**config.mk**
```make
export PLATFORM = sky130hd
export DESIGN_NAME = unix_time_to_local_calendar
export DESIGN_NICKNAME = d
export VERILOG_FILES = /design/src/rtl/ultlc_pkg.sv /design/src/rtl/ultlc_cdiv.sv /design/src/rtl/unix_time_to_local_calendar.sv
export SDC_FILE = /design/constraint.sdc
export NUM_CORES = 2
export LEC_CHECK = 0
export BUFFER_PORTS_ARGS = -buffer_cell sky130_fd_sc_hd__buf_2
export CAP_MARGIN = 10
export CORE_MARGIN = 2
export CORE_UTILIZATION = 59
export DETAILED_ROUTE_END_ITERATION = 10
export PLACE_DENSITY_LB_ADDON = 0.12
export SLEW_MARGIN = 15
export SYNTH_ARGS = -nofsm -noshare
export SYNTH_HDL_FRONTEND = slang
export SYNTH_SLANG_ARGS = --single-unit
```
**constraint.sdc**
```tcl
create_clock -name clk_i -period 8.9 [get_ports clk_i]
set_input_delay 0.89 -clock clk_i [delete_from_list [all_inputs] [get_ports clk_i]]
set_output_delay 0.89 -clock clk_i [all_outputs]
set_load 0.005 [all_outputs]
```
**src/rtl/ultlc_pkg.sv**
```systemverilog
`timescale 1ns / 1ps
// ----------------------------------------------------------------------------
// ultlc_pkg: shared constants and calendar helpers
// Day counts of the civil-from-days method, month codes, the zone offset
// limit and small month and leap-year lookups.
// ----------------------------------------------------------------------------
package ultlc_pkg;

  // Day count shift from 1970-01-01 to 0000-03-01
  localparam int EpochShiftDays = 719468;
  localparam int EraDays        = 146097;   // 400 Gregorian years
  localparam int Cycle4Days     = 1460;     // four years less the leap day
  localparam int CentDays       = 36524;
  localparam int EraLastDay     = 146096;
  localparam int YearDays       = 365;
  localparam int EraYears       = 400;
  localparam int DayMinutes     = 1440;
  localparam int HourMinutes    = 60;
  localparam int MinuteSeconds  = 60;
  localparam int DayHours       = 24;

  localparam logic signed [11:0] ZoneLimitPos = 12'sd1439;
  localparam logic signed [11:0] ZoneLimitNeg = -12'sd1439;

  localparam logic [3:0] MonthJan = 4'd1;
  localparam logic [3:0] MonthFeb = 4'd2;
  localparam logic [3:0] MonthApr = 4'd4;
  localparam logic [3:0] MonthJun = 4'd6;
  localparam logic [3:0] MonthSep = 4'd9;
  localparam logic [3:0] MonthNov = 4'd11;
  localparam logic [3:0] MonthDec = 4'd12;

  // Gregorian leap rule; the century exceptions cover every year from 1801 to 2399
  function automatic logic leap_year(input logic [11:0] y);
    return (y[1:0] == 2'b00) && (y != 12'd1900) && (y != 12'd2100) &&
           (y != 12'd2200) && (y != 12'd2300);
  endfunction

  function automatic logic [4:0] month_len(input logic [3:0] m, input logic leap);
    logic [4:0] len;
    case (m)
      MonthApr, MonthJun, MonthSep, MonthNov: len = 5'd30;
      MonthFeb: len = leap ? 5'd29 : 5'd28;
      default:  len = 5'd31;
    endcase
    return len;
  endfunction

  // Days in the March-based year before the start of month index mp
  function automatic logic [8:0] days_before(input logic [3:0] mp);
    logic [8:0] d;
    case (mp)
      4'd0:    d = 9'd0;
      4'd1:    d = 9'd31;
      4'd2:    d = 9'd61;
      4'd3:    d = 9'd92;
      4'd4:    d = 9'd122;
      4'd5:    d = 9'd153;
      4'd6:    d = 9'd184;
      4'd7:    d = 9'd214;
      4'd8:    d = 9'd245;
      4'd9:    d = 9'd275;
      4'd10:   d = 9'd306;
      4'd11:   d = 9'd337;
      default: d = 9'd0;
    endcase
    return d;
  endfunction

endpackage

```
**src/rtl/ultlc_cdiv.sv**
```systemverilog
`timescale 1ns / 1ps
// ----------------------------------------------------------------------------
// ultlc_cdiv: two-stage divider by a constant
// Stage one multiplies by the truncated reciprocal, which gives the quotient
// or one less; stage two forms the remainder and corrects. A sideband word
// travels alongside. Valid/ready on both sides.
// ----------------------------------------------------------------------------
module ultlc_cdiv #(
  parameter int W  = 32,
  parameter int D  = 60,
  parameter int SW = 1
) (
  input  logic                   clk_i,
  input  logic                   rst_ni,
  input  logic                   valid_i,
  output logic                   ready_o,
  input  logic [W-1:0]           x_i,
  input  logic [SW-1:0]          side_i,
  output logic                   valid_o,
  input  logic                   ready_i,
  output logic [W-1:0]           q_o,
  output logic [$clog2(D)-1:0]   r_o,
  output logic [SW-1:0]          side_o
);

  localparam int RW = $clog2(D);
  localparam logic [W-1:0] Recip = W'((64'd1 << W) / D);
  localparam logic [W-1:0] Div   = W'(D);

  logic [2*W-1:0] prod;
  logic           va_q;
  logic [W-1:0]   a_x_q, a_q_q;
  logic [SW-1:0]  a_side_q;
  logic           rdy_b;
  logic [W-1:0]   rem;
  logic           fix;
  logic [W-1:0]   q_d;
  logic [RW-1:0]  r_d;
  logic           vb_q;
  logic [W-1:0]   b_q_q;
  logic [RW-1:0]  b_r_q;
  logic [SW-1:0]  b_side_q;

  assign prod    = {{W{1'b0}}, x_i} * {{W{1'b0}}, Recip};
  assign rdy_b   = !vb_q || ready_i;
  assign ready_o = !va_q || rdy_b;

  always_ff @(posedge clk_i or negedge rst_ni) begin
    if (!rst_ni) begin
      va_q <= 1'b0;
    end else if (ready_o) begin
      va_q <= valid_i;
    end
  end

  always_ff @(posedge clk_i) begin
    if (ready_o && valid_i) begin
      a_x_q    <= x_i;
      a_q_q    <= prod[2*W-1:W];
      a_side_q <= side_i;
    end
  end

  // Estimate is low by at most one: the remainder stays below twice the divisor
  assign rem = a_x_q - a_q_q * Div;
  assign fix = (rem >= Div);
  assign q_d = a_q_q + W'(fix);
  assign r_d = fix ? RW'(rem - Div) : RW'(rem);

  always_ff @(posedge clk_i or negedge rst_ni) begin
    if (!rst_ni) begin
      vb_q <= 1'b0;
    end else if (rdy_b) begin
      vb_q <= va_q;
    end
  end

  always_ff @(posedge clk_i) begin
    if (rdy_b && va_q) begin
      b_q_q    <= q_d;
      b_r_q    <= r_d;
      b_side_q <= a_side_q;
    end
  end

  assign valid_o = vb_q;
  assign q_o     = b_q_q;
  assign r_o     = b_r_q;
  assign side_o  = b_side_q;

endmodule

```
**src/rtl/unix_time_to_local_calendar.sv**
```systemverilog
`timescale 1ns / 1ps
// ----------------------------------------------------------------------------
// unix_time_to_local_calendar: Unix seconds to local Gregorian date and time
// Pipelined conversion of a 32-bit seconds count into year, month, day,
// hour, minute and second, shifted by a programmable zone offset.
// ----------------------------------------------------------------------------
// The block takes one timestamp per clock while the output side does not stall
// and returns one calendar result per timestamp, in the order of the input
// transfers. The pipeline is a chain of valid/ready register stages: each
// stage loads whenever it is empty or the stage after it moves, so bubbles
// close up and a stalled output holds every item in place. Seconds, minutes,
// hours and days are split off by three constant dividers; the day count then
// goes through the 400-year era and day-of-era steps to a UTC date. The zone
// offset (minutes, two's complement, saturated to +/-1439 at write) is added
// to the minute of day and any whole-day carry or borrow rolls day, month and
// year with the full Gregorian leap rule. Seconds are never shifted. Write the
// offset only while the pipeline is empty.
// ----------------------------------------------------------------------------
module unix_time_to_local_calendar (
  input  logic               clk_i,
  input  logic               rst_ni,
  input  logic               cfg_we_i,
  input  logic signed [11:0] zone_offset_minutes_i,
  input  logic               in_valid_i,
  output logic               in_ready_o,
  input  logic [31:0]        epoch_seconds_i,
  output logic               out_valid_o,
  input  logic               out_ready_i,
  output logic [11:0]        year_o,
  output logic [3:0]         month_o,
  output logic [4:0]         day_o,
  output logic [4:0]         hour_o,
  output logic [5:0]         minute_o,
  output logic [5:0]         second_o
);

  // Zone offset register
  logic signed [11:0] off_q;
  logic signed [11:0] off_d;

  // Divider chain signals
  logic        v_a, rdy_a;
  logic [31:0] q_a;
  logic [5:0]  r_a;
  logic        v_b, rdy_b;
  logic [26:0] q_b;
  logic [5:0]  r_b, side_b;
  logic        v_c, rdy_c;
  logic [20:0] q_c;
  logic [4:0]  r_c;
  logic [11:0] side_c;
  logic [19:0] z;
  logic        v_e, rdy_e;
  logic [19:0] q_e;
  logic [17:0] r_e;
  logic [16:0] side_e;
  logic        v_f;
  logic [17:0] q_f;
  logic [37:0] side_f;
  logic [17:0] doe_f;

  // Year-of-era numerator stage
  logic        rdy_y;
  logic        v_y_q;
  logic [2:0]  n_cent;
  logic [17:0] y_num_d;
  logic [17:0] y_num_q;
  logic [37:0] y_side_q;

  // Day-of-year stage
  logic        v_g, rdy_g;
  logic [17:0] q_g;
  logic [37:0] side_g;
  logic [8:0]  yoe_g;
  logic [17:0] doe_g;
  logic [1:0]  c100;
  logic [17:0] yday_sub;
  logic [8:0]  doy_d;
  logic        rdy_dd;
  logic        v_d_q;
  logic [8:0]  d_doy_q, d_yoe_q;
  logic [2:0]  d_era_q;
  logic [16:0] d_tm_q;

  // Month index divider and civil date stage
  logic        v_h, rdy_h;
  logic [10:0] q_h;
  logic [37:0] side_h;
  logic [3:0]  mp;
  logic [8:0]  doy_h, yoe_h;
  logic [2:0]  era_h;
  logic        rdy_cc;
  logic        v_cc_q;
  logic [4:0]  day_d;
  logic [3:0]  month_d;
  logic [11:0] year_d;
  logic [11:0] c_year_q;
  logic [3:0]  c_month_q;
  logic [4:0]  c_day_q;
  logic        c_leap_q;
  logic [16:0] c_tm_q;

  // Offset stages
  logic               rdy_f1;
  logic               v_f1_q;
  logic [10:0]        tod_utc;
  logic signed [12:0] mod_d;
  logic               borrow_d, carry_d;
  logic [11:0]        f1_year_q;
  logic [3:0]         f1_month_q;
  logic [4:0]         f1_day_q;
  logic               f1_leap_q;
  logic [5:0]         f1_sec_q;
  logic signed [12:0] f1_mod_q;
  logic               f1_borrow_q, f1_carry_q;
  logic               rdy_f2;
  logic               v_f2_q;
  logic [11:0]        f2_year_d;
  logic [3:0]         f2_month_d;
  logic [4:0]         f2_day_d;
  logic [10:0]        f2_tod_d;
  logic [11:0]        f2_year_q;
  logic [3:0]         f2_month_q;
  logic [4:0]         f2_day_q;
  logic [5:0]         f2_sec_q;
  logic [10:0]        f2_tod_q;
  logic               rdy_o;
  logic [10:0]        q_o;
  logic [26:0]        side_o;

  // --------------------------------------------------------------------------
  // Zone offset: saturate on write so the shift never exceeds one day
  // --------------------------------------------------------------------------
  always_comb begin
    if (zone_offset_minutes_i > ultlc_pkg::ZoneLimitPos) begin
      off_d = ultlc_pkg::ZoneLimitPos;
    end else if (zone_offset_minutes_i < ultlc_pkg::ZoneLimitNeg) begin
      off_d = ultlc_pkg::ZoneLimitNeg;
    end else begin
      off_d = zone_offset_minutes_i;
    end
  end

  always_ff @(posedge clk_i or negedge rst_ni) begin
    if (!rst_ni) begin
      off_q <= '0;
    end else if (cfg_we_i) begin
      off_q <= off_d;
    end
  end

  // --------------------------------------------------------------------------
  // Split off seconds, minutes and hours
  // --------------------------------------------------------------------------
  ultlc_cdiv #(.W(32), .D(ultlc_pkg::MinuteSeconds), .SW(1)) u_div_sec (
    .clk_i   (clk_i),
    .rst_ni  (rst_ni),
    .valid_i (in_valid_i),
    .ready_o (in_ready_o),
    .x_i     (epoch_seconds_i),
    .side_i  (1'b0),
    .valid_o (v_a),
    .ready_i (rdy_a),
    .q_o     (q_a),
    .r_o     (r_a),
    .side_o  ()
  );

  ultlc_cdiv #(.W(27), .D(ultlc_pkg::HourMinutes), .SW(6)) u_div_min (
    .clk_i   (clk_i),
    .rst_ni  (rst_ni),
    .valid_i (v_a),
    .ready_o (rdy_a),
    .x_i     (q_a[26:0]),
    .side_i  (r_a),
    .valid_o (v_b),
    .ready_i (rdy_b),
    .q_o     (q_b),
    .r_o     (r_b),
    .side_o  (side_b)
  );

  ultlc_cdiv #(.W(21), .D(ultlc_pkg::DayHours), .SW(12)) u_div_hour (
    .clk_i   (clk_i),
    .rst_ni  (rst_ni),
    .valid_i (v_b),
    .ready_o (rdy_b),
    .x_i     (q_b[20:0]),
    .side_i  ({r_b, side_b}),
    .valid_o (v_c),
    .ready_i (rdy_c),
    .q_o     (q_c),
    .r_o     (r_c),
    .side_o  (side_c)
  );

  // --------------------------------------------------------------------------
  // Era and day of era: remainder of the era division is the day of era
  // --------------------------------------------------------------------------
  assign z = {4'b0000, q_c[15:0]} + 20'(ultlc_pkg::EpochShiftDays);

  ultlc_cdiv #(.W(20), .D(ultlc_pkg::EraDays), .SW(17)) u_div_era (
    .clk_i   (clk_i),
    .rst_ni  (rst_ni),
    .valid_i (v_c),
    .ready_o (rdy_c),
    .x_i     (z),
    .side_i  ({r_c, side_c}),
    .valid_o (v_e),
    .ready_i (rdy_e),
    .q_o     (q_e),
    .r_o     (r_e),
    .side_o  (side_e)
  );

  // Sideband from here on: {era[2:0], doe[17:0], hour, minute, second}
  ultlc_cdiv #(.W(18), .D(ultlc_pkg::Cycle4Days), .SW(38)) u_div_cyc (
    .clk_i   (clk_i),
    .rst_ni  (rst_ni),
    .valid_i (v_e),
    .ready_o (rdy_e),
    .x_i     (r_e),
    .side_i  ({q_e[2:0], r_e, side_e}),
    .valid_o (v_f),
    .ready_i (rdy_y),
    .q_o     (q_f),
    .r_o     (),
    .side_o  (side_f)
  );

  // --------------------------------------------------------------------------
  // Year-of-era numerator: doe - doe/1460 + doe/36524 - doe/146096
  // Century and last-day quotients are small, so count them by compare
  // --------------------------------------------------------------------------
  assign doe_f  = side_f[34:17];
  assign n_cent = 3'(doe_f >= 18'(ultlc_pkg::CentDays)) +
                  3'(doe_f >= 18'(2 * ultlc_pkg::CentDays)) +
                  3'(doe_f >= 18'(3 * ultlc_pkg::CentDays)) +
                  3'(doe_f >= 18'(4 * ultlc_pkg::CentDays));
  assign y_num_d = doe_f - {11'b0, q_f[6:0]} + {15'b0, n_cent} -
                   18'(doe_f == 18'(ultlc_pkg::EraLastDay));
  assign rdy_y  = !v_y_q || rdy_g;

  always_ff @(posedge clk_i or negedge rst_ni) begin
    if (!rst_ni) begin
      v_y_q <= 1'b0;
    end else if (rdy_y) begin
      v_y_q <= v_f;
    end
  end

  always_ff @(posedge clk_i) begin
    if (rdy_y && v_f) begin
      y_num_q  <= y_num_d;
      y_side_q <= side_f;
    end
  end

  ultlc_cdiv #(.W(18), .D(ultlc_pkg::YearDays), .SW(38)) u_div_yoe (
    .clk_i   (clk_i),
    .rst_ni  (rst_ni),
    .valid_i (v_y_q),
    .ready_o (rdy_g),
    .x_i     (y_num_q),
    .side_i  (y_side_q),
    .valid_o (v_g),
    .ready_i (rdy_dd),
    .q_o     (q_g),
    .r_o     (),
    .side_o  (side_g)
  );

  // --------------------------------------------------------------------------
  // Day of year: doe - (365*yoe + yoe/4 - yoe/100)
  // --------------------------------------------------------------------------
  assign yoe_g    = q_g[8:0];
  assign doe_g    = side_g[34:17];
  assign c100     = 2'(yoe_g >= 9'd100) + 2'(yoe_g >= 9'd200) + 2'(yoe_g >= 9'd300);
  assign yday_sub = {9'b0, yoe_g} * 18'(ultlc_pkg::YearDays) + {11'b0, yoe_g[8:2]} -
                    {16'b0, c100};
  assign doy_d    = 9'(doe_g - yday_sub);
  assign rdy_dd   = !v_d_q || rdy_h;

  always_ff @(posedge clk_i or negedge rst_ni) begin
    if (!rst_ni) begin
      v_d_q <= 1'b0;
    end else if (rdy_dd) begin
      v_d_q <= v_g;
    end
  end

  always_ff @(posedge clk_i) begin
    if (rdy_dd && v_g) begin
      d_doy_q <= doy_d;
      d_yoe_q <= yoe_g;
      d_era_q <= side_g[37:35];
      d_tm_q  <= side_g[16:0];
    end
  end

  // Month index mp = (5*doy + 2) / 153
  ultlc_cdiv #(.W(11), .D(153), .SW(38)) u_div_mp (
    .clk_i   (clk_i),
    .rst_ni  (rst_ni),
    .valid_i (v_d_q),
    .ready_o (rdy_h),
    .x_i     ({2'b00, d_doy_q} * 11'd5 + 11'd2),
    .side_i  ({d_doy_q, d_yoe_q, d_era_q, d_tm_q}),
    .valid_o (v_h),
    .ready_i (rdy_cc),
    .q_o     (q_h),
    .r_o     (),
    .side_o  (side_h)
  );

  // --------------------------------------------------------------------------
  // UTC civil date; March-based month index back to January-based month
  // --------------------------------------------------------------------------
  assign mp     = q_h[3:0];
  assign doy_h  = side_h[37:29];
  assign yoe_h  = side_h[28:20];
  assign era_h  = side_h[19:17];
  assign day_d  = 5'(doy_h - ultlc_pkg::days_before(mp) + 9'd1);
  assign month_d = (mp < 4'd10) ? mp + 4'd3 : mp - 4'd9;
  assign year_d = {3'b000, yoe_h} + {9'b0, era_h} * 12'(ultlc_pkg::EraYears) +
                  12'(month_d <= ultlc_pkg::MonthFeb);
  assign rdy_cc = !v_cc_q || rdy_f1;

  always_ff @(posedge clk_i or negedge rst_ni) begin
    if (!rst_ni) begin
      v_cc_q <= 1'b0;
    end else if (rdy_cc) begin
      v_cc_q <= v_h;
    end
  end

  always_ff @(posedge clk_i) begin
    if (rdy_cc && v_h) begin
      c_year_q  <= year_d;
      c_month_q <= month_d;
      c_day_q   <= day_d;
      c_leap_q  <= ultlc_pkg::leap_year(year_d);
      c_tm_q    <= side_h[16:0];
    end
  end

  // --------------------------------------------------------------------------
  // Offset, first half: minute of day plus offset, classify the day move
  // --------------------------------------------------------------------------
  assign tod_utc  = {6'b0, c_tm_q[16:12]} * 11'(ultlc_pkg::HourMinutes) +
                    {5'b0, c_tm_q[11:6]};
  assign mod_d    = $signed({2'b00, tod_utc}) + $signed({off_q[11], off_q});
  assign borrow_d = mod_d[12];
  assign carry_d  = !mod_d[12] && (mod_d >= 13'(ultlc_pkg::DayMinutes));
  assign rdy_f1   = !v_f1_q || rdy_f2;

  always_ff @(posedge clk_i or negedge rst_ni) begin
    if (!rst_ni) begin
      v_f1_q <= 1'b0;
    end else if (rdy_f1) begin
      v_f1_q <= v_cc_q;
    end
  end

  always_ff @(posedge clk_i) begin
    if (rdy_f1 && v_cc_q) begin
      f1_year_q   <= c_year_q;
      f1_month_q  <= c_month_q;
      f1_day_q    <= c_day_q;
      f1_leap_q   <= c_leap_q;
      f1_sec_q    <= c_tm_q[5:0];
      f1_mod_q    <= mod_d;
      f1_borrow_q <= borrow_d;
      f1_carry_q  <= carry_d;
    end
  end

  // --------------------------------------------------------------------------
  // Offset, second half: roll day, month and year over midnight.
  // Going back from the first of March lands on February of the same year,
  // so the stored leap flag serves both directions.
  // --------------------------------------------------------------------------
  always_comb begin
    f2_year_d  = f1_year_q;
    f2_month_d = f1_month_q;
    f2_day_d   = f1_day_q;
    f2_tod_d   = f1_mod_q[10:0];
    if (f1_borrow_q) begin
      f2_tod_d = 11'(f1_mod_q + 13'(ultlc_pkg::DayMinutes));
      if (f1_day_q == 5'd1) begin
        if (f1_month_q == ultlc_pkg::MonthJan) begin
          f2_month_d = ultlc_pkg::MonthDec;
          f2_year_d  = f1_year_q - 12'd1;
        end else begin
          f2_month_d = f1_month_q - 4'd1;
        end
        f2_day_d = ultlc_pkg::month_len(f2_month_d, f1_leap_q);
      end else begin
        f2_day_d = f1_day_q - 5'd1;
      end
    end else if (f1_carry_q) begin
      f2_tod_d = 11'(f1_mod_q - 13'(ultlc_pkg::DayMinutes));
      if (f1_day_q == ultlc_pkg::month_len(f1_month_q, f1_leap_q)) begin
        f2_day_d = 5'd1;
        if (f1_month_q == ultlc_pkg::MonthDec) begin
          f2_month_d = ultlc_pkg::MonthJan;
          f2_year_d  = f1_year_q + 12'd1;
        end else begin
          f2_month_d = f1_month_q + 4'd1;
        end
      end else begin
        f2_day_d = f1_day_q + 5'd1;
      end
    end
  end

  assign rdy_f2 = !v_f2_q || rdy_o;

  always_ff @(posedge clk_i or negedge rst_ni) begin
    if (!rst_ni) begin
      v_f2_q <= 1'b0;
    end else if (rdy_f2) begin
      v_f2_q <= v_f1_q;
    end
  end

  always_ff @(posedge clk_i) begin
    if (rdy_f2 && v_f1_q) begin
      f2_year_q  <= f2_year_d;
      f2_month_q <= f2_month_d;
      f2_day_q   <= f2_day_d;
      f2_sec_q   <= f1_sec_q;
      f2_tod_q   <= f2_tod_d;
    end
  end

  // Local hour and minute; the last divider stage is the output register
  ultlc_cdiv #(.W(11), .D(ultlc_pkg::HourMinutes), .SW(27)) u_div_out (
    .clk_i   (clk_i),
    .rst_ni  (rst_ni),
    .valid_i (v_f2_q),
    .ready_o (rdy_o),
    .x_i     (f2_tod_q),
    .side_i  ({f2_year_q, f2_month_q, f2_day_q, f2_sec_q}),
    .valid_o (out_valid_o),
    .ready_i (out_ready_i),
    .q_o     (q_o),
    .r_o     (minute_o),
    .side_o  (side_o)
  );

  assign hour_o   = q_o[4:0];
  assign year_o   = side_o[26:15];
  assign month_o  = side_o[14:11];
  assign day_o    = side_o[10:6];
  assign second_o = side_o[5:0];

  // --------------------------------------------------------------------------
  // Assertions
  // --------------------------------------------------------------------------
  a_off_sat : assert property (@(posedge clk_i) disable iff (!rst_ni)
    (off_q <= ultlc_pkg::ZoneLimitPos) && (off_q >= ultlc_pkg::ZoneLimitNeg))
    else $error("zone offset register outside saturation range");

  a_zero_off_no_roll : assert property (@(posedge clk_i) disable iff (!rst_ni)
    v_f1_q && (off_q == 12'sd0) |-> !f1_borrow_q && !f1_carry_q)
    else $error("day rolled with zero offset");

  a_time_range : assert property (@(posedge clk_i) disable iff (!rst_ni)
    out_valid_o |-> (hour_o <= 5'd23) && (minute_o <= 6'd59) && (second_o <= 6'd59))
    else $error("time of day out of range");

  a_month_range : assert property (@(posedge clk_i) disable iff (!rst_ni)
    out_valid_o |-> (month_o >= ultlc_pkg::MonthJan) && (month_o <= ultlc_pkg::MonthDec))
    else $error("month out of range");

  a_day_range : assert property (@(posedge clk_i) disable iff (!rst_ni)
    out_valid_o |-> (day_o >= 5'd1) &&
      (day_o <= ultlc_pkg::month_len(month_o, ultlc_pkg::leap_year(year_o))))
    else $error("day beyond month length");

endmodule

```
# [Yosys cells after proc, flatten, opt, wreduce, memory -nomap -nowiden]
# Memory sizes are Yosys's and may differ from the RTL's. A register that Yosys moved wholly into a read port is not among the register bits.
# Cells that the tools add are included.
[classes] addsub=50 n_mul=20 div_mod_pow=0 magnitude_cmp=20 n_eq_ne=19 shifts=0 n_mux=34 n_bitwise=0 reduce_logical=72
[ops] op="12-bit two-way mux" count=8
[ops] op="32-bit by 25-bit multiplier with 57-bit output (second input constant)" count=1
[ops] op="27-bit by 21-bit multiplier with 48-bit output (second input constant)" count=1
[ops] op="4-bit two-way mux" count=10
[ops] op="21-bit by 17-bit multiplier with 38-bit output (second input constant)" count=1
[ops] op="18-bit by 17-bit greater-or-equal comparator with 1-bit output (second input constant)" count=2
[ops] op="12-bit != test (second input constant)" count=3
[ops] op="18-bit subtractor" count=2
[ops] op="5-bit two-way mux" count=7
[ops] op="32-bit by 6-bit greater-or-equal comparator with 1-bit output (second input constant)" count=1
[ops] op="32-bit subtractor" count=1
[ops] op="27-bit by 4-bit multiplier with 30-bit output (second input constant)" count=1
[ops] op="27-bit by 1-bit adder with 27-bit output" count=1
[ops] op="27-bit by 6-bit greater-or-equal comparator with 1-bit output (second input constant)" count=1
[ops] op="18-bit by 9-bit multiplier with 27-bit output (second input constant)" count=1
[ops] op="27-bit subtractor" count=1
[ops] op="1-bit logical AND" count=26
[ops] op="18-bit by 8-bit multiplier with 26-bit output (second input constant)" count=1
[ops] op="22-bit by 4-bit multiplier with 25-bit output (second input constant)" count=1
[ops] op="20-bit by 3-bit multiplier with 23-bit output (second input constant)" count=1
[ops] op="1-bit zero test" count=22
[ops] op="11-bit two-way mux" count=2
[ops] op="11-bit subtractor" count=2
[ops] op="21-bit by 1-bit adder with 21-bit output" count=1
[ops] op="other kinds (80)" count=117
[totals] reg_bits=977 latchBits=0 ram_bits=0 romBits=144 inputBits=49 output_inout_bits=40 word_cells=305 n_memories=1
[mem_list] name="(no name shown)" words=16 width=9 read_ports=1 rd_ports_with_merged_regs=1 write_ports=0 line="ultlc_pkg.sv:52" rtl="case (mp)"

# [Logic depth before layout (Yosys ltp)]
[logic_depth] ltp_word=23 depth_mapped=37 depth_no_buf=37

# [Modules after synthesis]
# A second synthesis with hierarchy kept.
[hier_totals] hier_cells=7350 hier_area_um2=84967.7
[by_module_without_submodules] mod="ultlc_cdiv (u_div_sec)" n_inst=1 cells_each=1437 area_each_um2=14818.0 seq_area_each_um2=2902.8
[by_module_without_submodules] mod="unix_time_to_local_calendar" n_inst=1 cells_each=1199 area_each_um2=14218.6 seq_area_each_um2=6791.5
[by_module_without_submodules] mod="ultlc_cdiv (u_div_min)" n_inst=1 cells_each=1170 area_each_um2=12054.1 seq_area_each_um2=2752.6
[by_module_without_submodules] mod="ultlc_cdiv (u_div_hour)" n_inst=1 cells_each=906 area_each_um2=10142.2 seq_area_each_um2=2602.5
[by_module_without_submodules] mod="ultlc_cdiv (u_div_yoe)" n_inst=1 cells_each=844 area_each_um2=10098.4 seq_area_each_um2=3773.6
[by_module_without_submodules] mod="ultlc_cdiv (u_div_cyc)" n_inst=1 cells_each=709 area_each_um2=8763.4 seq_area_each_um2=3713.6
[by_module_without_submodules] mod="ultlc_cdiv (u_div_era)" n_inst=1 cells_each=458 area_each_um2=5600.4 seq_area_each_um2=2422.3
[by_module_without_submodules] mod="ultlc_cdiv (u_div_mp)" n_inst=1 cells_each=366 area_each_um2=5236.3 seq_area_each_um2=3173.0
[by_module_without_submodules] mod="ultlc_cdiv (u_div_out)" n_inst=1 cells_each=261 area_each_um2=4036.4 seq_area_each_um2=2572.5

# [Worst setup path after synthesis]
# No wires, ideal clock.
[synth_timing] path_type="flip-flop to flip-flop" startpoint="register u_div_sec.a_q_q[3]" endpoint="register u_div_sec.b_q_q[26] (netlist: u_div_sec.q_o[26]) (data pin)" setup_time_ps=263 arrival_ps=8098 required_ps=8637 slack_ps=539 stages_incl_launch_ff=38 path_cell_list="edfxtp_1 inv_1 fa_1 fa_1 inv_1 ha_1 nor2b_1 o21a_1 o21a_1 a41o_1 o41a_1 a31o_2 o21bai_1 a21oi_1 or4_1 a2111oi_0 nor3_1 ha_1 [... 2 more ...] a311o_1 nor4_1 nand4_1 or4_1 nor4_2 nand3_1 nor4b_4 inv_1 ha_1 ha_1 and3_1 and3_1 nand3_1 nor2_1 nand3_1 nor2_1 nand3_1 xnor2_1"
[synth_between] elab_chain_cells=4
[synth_rtl] item="start: declaration" line="ultlc_cdiv.sv:32" rtl="logic [W-1:0] a_x_q, a_q_q;"
[synth_rtl] item="start signal: assignment" line="ultlc_cdiv.sv:59" rtl="a_q_q <= prod[2*W-1:W];"
[synth_rtl] item="27-bit by 4-bit multiplier with 30-bit output" line="ultlc_cdiv.sv:65" rtl="assign rem = a_x_q - a_q_q * Div;"
[synth_rtl] item="32-bit subtractor" line="ultlc_cdiv.sv:65"
[synth_rtl] item="32-bit by 6-bit greater-or-equal comparator with 1-bit output" line="ultlc_cdiv.sv:66" rtl="assign fix = (rem >= Div);"
[synth_rtl] item="27-bit by 1-bit adder with 27-bit output *" line="ultlc_cdiv.sv:67" rtl="assign q_d = a_q_q + W'(fix);"
[synth_rtl] item="named net u_div_sec.q_d[26]" line="ultlc_cdiv.sv:37" rtl="logic [W-1:0] q_d;"
[synth_rtl] item="end signal: assignment" line="ultlc_cdiv.sv:80" rtl="b_q_q <= q_d;"
[synth_rtl] item="end: declaration" line="ultlc_cdiv.sv:40" rtl="logic [W-1:0] b_q_q;"
# The timed path passes the listed nets; every way through them passes the cells marked *.
# A chain may end at the register's enable or synchronous reset.

# [Worst setup path in the final report]
[layout_timing] startpoint="register u_div_sec.a_q_q[2]" endpoint="register u_div_sec.b_q_q[26] (netlist: u_div_sec.q_o[26]) (data pin)"
# Same word-level chain as after synthesis.

==> impl_metrics.env <==
export IMPL_syn2layout_area_growth_pct=8.53
export IMPL_die_w_um=366
export IMPL_fin_ws_ns=0.350
export IMPL_synthCells=6718
export IMPL_setup_violations_final=0
export IMPL_drt_initial_drc_count=2618
export IMPL_fmax_mhz=117
export IMPL_synth_compound_area_share_pct=8.38
export IMPL_synth_seq_cells=923
export IMPL_crit_path_max_incr_delay_ns=0.52
export IMPL_r2r_start="u_div_sec.a_q_q[2]$_DFFE_PP_"
export IMPL_h_tree_depth=3
export IMPL_hold_path_class="in -> async"
export IMPL_syn_area_um2=77500
export IMPL_synth_xor_area_share_pct=4.78
export IMPL_remaining_drc_errors=0
export IMPL_ff2ff_path_depth=37
export IMPL_cts_max_path_buffers=3
export IMPL_final_seq_area_um2=27500
export IMPL_cts_clk_slew_worst_paths_ns=0.06
export IMPL_critical_path_max_fanout=5
export IMPL_synthDistinctLibCells=97
export IMPL_crit_arrival_ns=9.00
export IMPL_grt_use_total_pct=23.9
export IMPL_antenna_found_initial=3
export IMPL_root_buffer="clkbuf_16"
export IMPL_critPathCaptureType="flop"
export IMPL_synth_simple_area_share_pct=7.46
export IMPL_clock_skew_ns=0.0514
export IMPL_yosysSeqAreaShare_pct=35.5
export IMPL_synth_edf_count=885
export IMPL_fin_crit_ns=8.55
export IMPL_multi_input_area_um2=45400
export IMPL_viasPerCell=5.53
export IMPL_worstSkewPairLatency_ns=0.73
export IMPL_coreArea_um2=130000
export IMPL_n_antenna_cell=0
export IMPL_dr_pass1_iters=6
export IMPL_wl_per_cell_um=17.8
export IMPL_ys_flop_type="edfxtp_1"
export IMPL_max_slew_margin_rel_pct=28.4
export IMPL_hold_viol=0
export IMPL_drv_cap=0
export IMPL_critPathKind="reg -> reg"
export IMPL_async_reset_ff_share_pct=3.58
export IMPL_wl_mm=156
export IMPL_synth_fa_ha_area_share_pct=37.2
export IMPL_rr_endpoint="u_div_sec.q_o[26]$_DFFE_PP_"
export IMPL_synth_area_mux_share_pct=0.392
export IMPL_synth_top_family_by_area="adder cells"
export IMPL_initial_core_util_pct=59.6
export IMPL_gp_congestion=0.948
export IMPL_ant_nets=0
export IMPL_io_pins=89
export IMPL_cts_sinks=923
export IMPL_drive_gt1_share_pct=5.98
export IMPL_crit_required_ns=9.35
export IMPL_fillCellCount=10176
export IMPL_std_cell_rows=132
export IMPL_dp_slack_ns=-0.0659
export IMPL_die_area_um2=134000
export IMPL_placed_cell_area_um2=80300
export IMPL_stdcell_area_um2=84100
export IMPL_synth_avg_cell_area_um2=11.5
export IMPL_drv_slew=0
export IMPL_synth_nets=8691
export IMPL_cts_tree="built"
export IMPL_nets=8894
export IMPL_worst_pin_slew_ns=1.07
export IMPL_die_h_um=366
export IMPL_grt_pass1_vias=49622
export IMPL_cp_start_kind="flop"
export IMPL_io_buffers=88
export IMPL_grt_pass1_wl_mm=258
export IMPL_status="complete, no violations"
export IMPL_ys_warn_count=0
export IMPL_regToRegSetupSlack_ns=0.35
export IMPL_post_dp_hpwl_mm=126
export IMPL_overflow=0
export IMPL_num_vias=48372
export IMPL_slowest_stage="fa_1"
export IMPL_grt_max_degree=60
export IMPL_post_route_period_util_pct=96.1
export IMPL_cts_buffers=96
[per-layer routing]
metal,part of all wire [%],global-route usage (%),up-vias
met1,46,33.6,23768
li1,-,-,23551
met5,0,0,-
met2,48,40.1,869
met3,4.1,2.90,184
met4,1.7,4.75,0
[kinds of logic (layout without fill, tap and decap cells)]
group	after synthesis	after routing
mux	28	28
simple gates	1144	1144
buf+inv	1290	1576
compound gates	986	986
fa+ha+maj	1924	1924
flops	923	923
xor+xnor	423	423
[cell type report]
| type | instances | area share [%] |
|---|---|---|
| Inverter | 1255 | 5.60 |
| Tap cell | 1742 | 2.59 |
| Clock buffer | 114 | 3.00 |
| Clock inverter | 67 | 1.11 |
| Multi-Input combinational cell | 4505 | 54.0 |
| Sequential cell | 923 | 32.7 |
| Timing Repair Buffer | 140 | 1.01 |
[cell usage after synthesis (13+ instances only)]
master	count	area, µm²
a2111oi_0	17	149
o22ai_1	18	113
nor2b_1	76	475
fa_1	634	12700
edfxtp_1	885	26600
nand2_1	232	871
o211ai_1	27	203
a21boi_0	21	158
o31ai_1	14	105
or3_1	25	156
and3_1	50	313
nand4_1	35	219
xnor2_1	288	2520
nor2_1	290	1090
inv_1	1255	4710
clkbuf_1	30	113
or2_2	28	175
and2_1	35	219
xor2_1	135	1180
a21oi_1	267	1340
ha_1	1290	16100
a211oi_1	34	255
nor3b_1	16	120
o21a_1	82	616
dfrtp_1	33	826
nor4_1	25	156
nand3b_1	13	97.6
a21o_1	87	653
o21bai_1	31	233
a31oi_1	30	188
nand3_1	99	495
o21ai_0	198	991
mux2i_1	18	180
nor3_1	112	561
o2111ai_1	18	158
nand2b_1	63	394
[stage by stage]
step	cells	utilization [%]	TNS [ns]	hold WS, ns
6_report	8746	64.7	0	0.313
5_1_grt	8746	64.7	-0.0285	0.353
4_1_cts	8734	64.5	0	0.310
3_5_place_dp	8544	61.8	-0.0968	0.405
3_3_place_gp	8544	61.8	0	0.400
2_1_floorplan	6718	-	0	0.400
[placed cells by master (no fill, tap or decap), types with 34 or more instances in the layout]
cell,instances
nand2_1,232
xor2_1,135
nor3_1,112
nor2b_1,70
clkbuf_16,96
a21oi_1,265
a211oi_1,34
nand4_1,35
and3_1,48
nor2_1,289
nand3_1,96
xnor2_1,288
a21o_1,87
o21ai_0,198
nand2b_1,63
inv_1,1247
fa_1,633
buf_4,51
buf_2,88
ha_1,1286
o21a_1,82
edfxtp_1,885
[state kept, by name (all words and copies together) (netlist names), 21 cells and up, named ones only]
register            cells
u_div_cyc.a_side_q     37
u_div_cyc.side_o       37
u_div_hour.a_x_q       21
u_div_min.a_q_q        22
u_div_min.a_x_q        27
u_div_min.q_o          21
u_div_mp.a_side_q      33
u_div_mp.side_o        33
u_div_out.a_side_q     27
u_div_out.side_o       27
u_div_sec.a_q_q        27
u_div_sec.a_x_q        32
u_div_sec.q_o          27
u_div_yoe.a_side_q     28
u_div_yoe.side_o       28
y_side_q               28
[repair_timing]
| item | in CTS | in global routing |
|---|---|---|
| pin swaps | 4 | 13 |
| gates resized for setup | 7 | 29 |
| hold buffers | 0 | 0 |
| endpoints found under the setup margin | 3 | 26 |
| setup buffers | 9 | 11 |
[how the worst max path moves through the flow]
stage | start | end | slack (ns) | cells after the start
3_5_place_dp | u_div_sec.a_q_q[2]$_DFFE_PP_ | u_div_sec.q_o[26]$_DFFE_PP_ | -0.07 | 37
6_report | u_div_sec.a_q_q[2]$_DFFE_PP_ | u_div_sec.q_o[26]$_DFFE_PP_ | 0.35 | 37
4_1_cts | u_div_sec.a_q_q[2]$_DFFE_PP_ | u_div_sec.q_o[26]$_DFFE_PP_ | 0.03 | 37
5_1_grt | u_div_sec.a_q_q[2]$_DFFE_PP_ | u_div_sec.q_o[26]$_DFFE_PP_ | -0.03 | 37
2_1_floorplan | u_div_sec.a_q_q[3]$_DFFE_PP_ | u_div_sec.q_o[26]$_DFFE_PP_ | 0.54 | 37
3_3_place_gp | u_div_sec.a_q_q[2]$_DFFE_PP_ | u_div_sec.q_o[26]$_DFFE_PP_ | 0.06 | 37
[critical path, delay by kind of cell, from the launching register on]
kind,cells,cell delay (ns)
buffers and inverters,4,0.46
and+or+nand+nor,17,3.16
xor gates and xnor gates,1,0.08
DFF,1,0.40
AOI/OAI and AO/OA,9,2.17
adders and majority gates,6,2.01
Power is left out: the tool's default activity adds up to more than one toggle a clock period on the data nets, which glitch-free logic cannot reach.
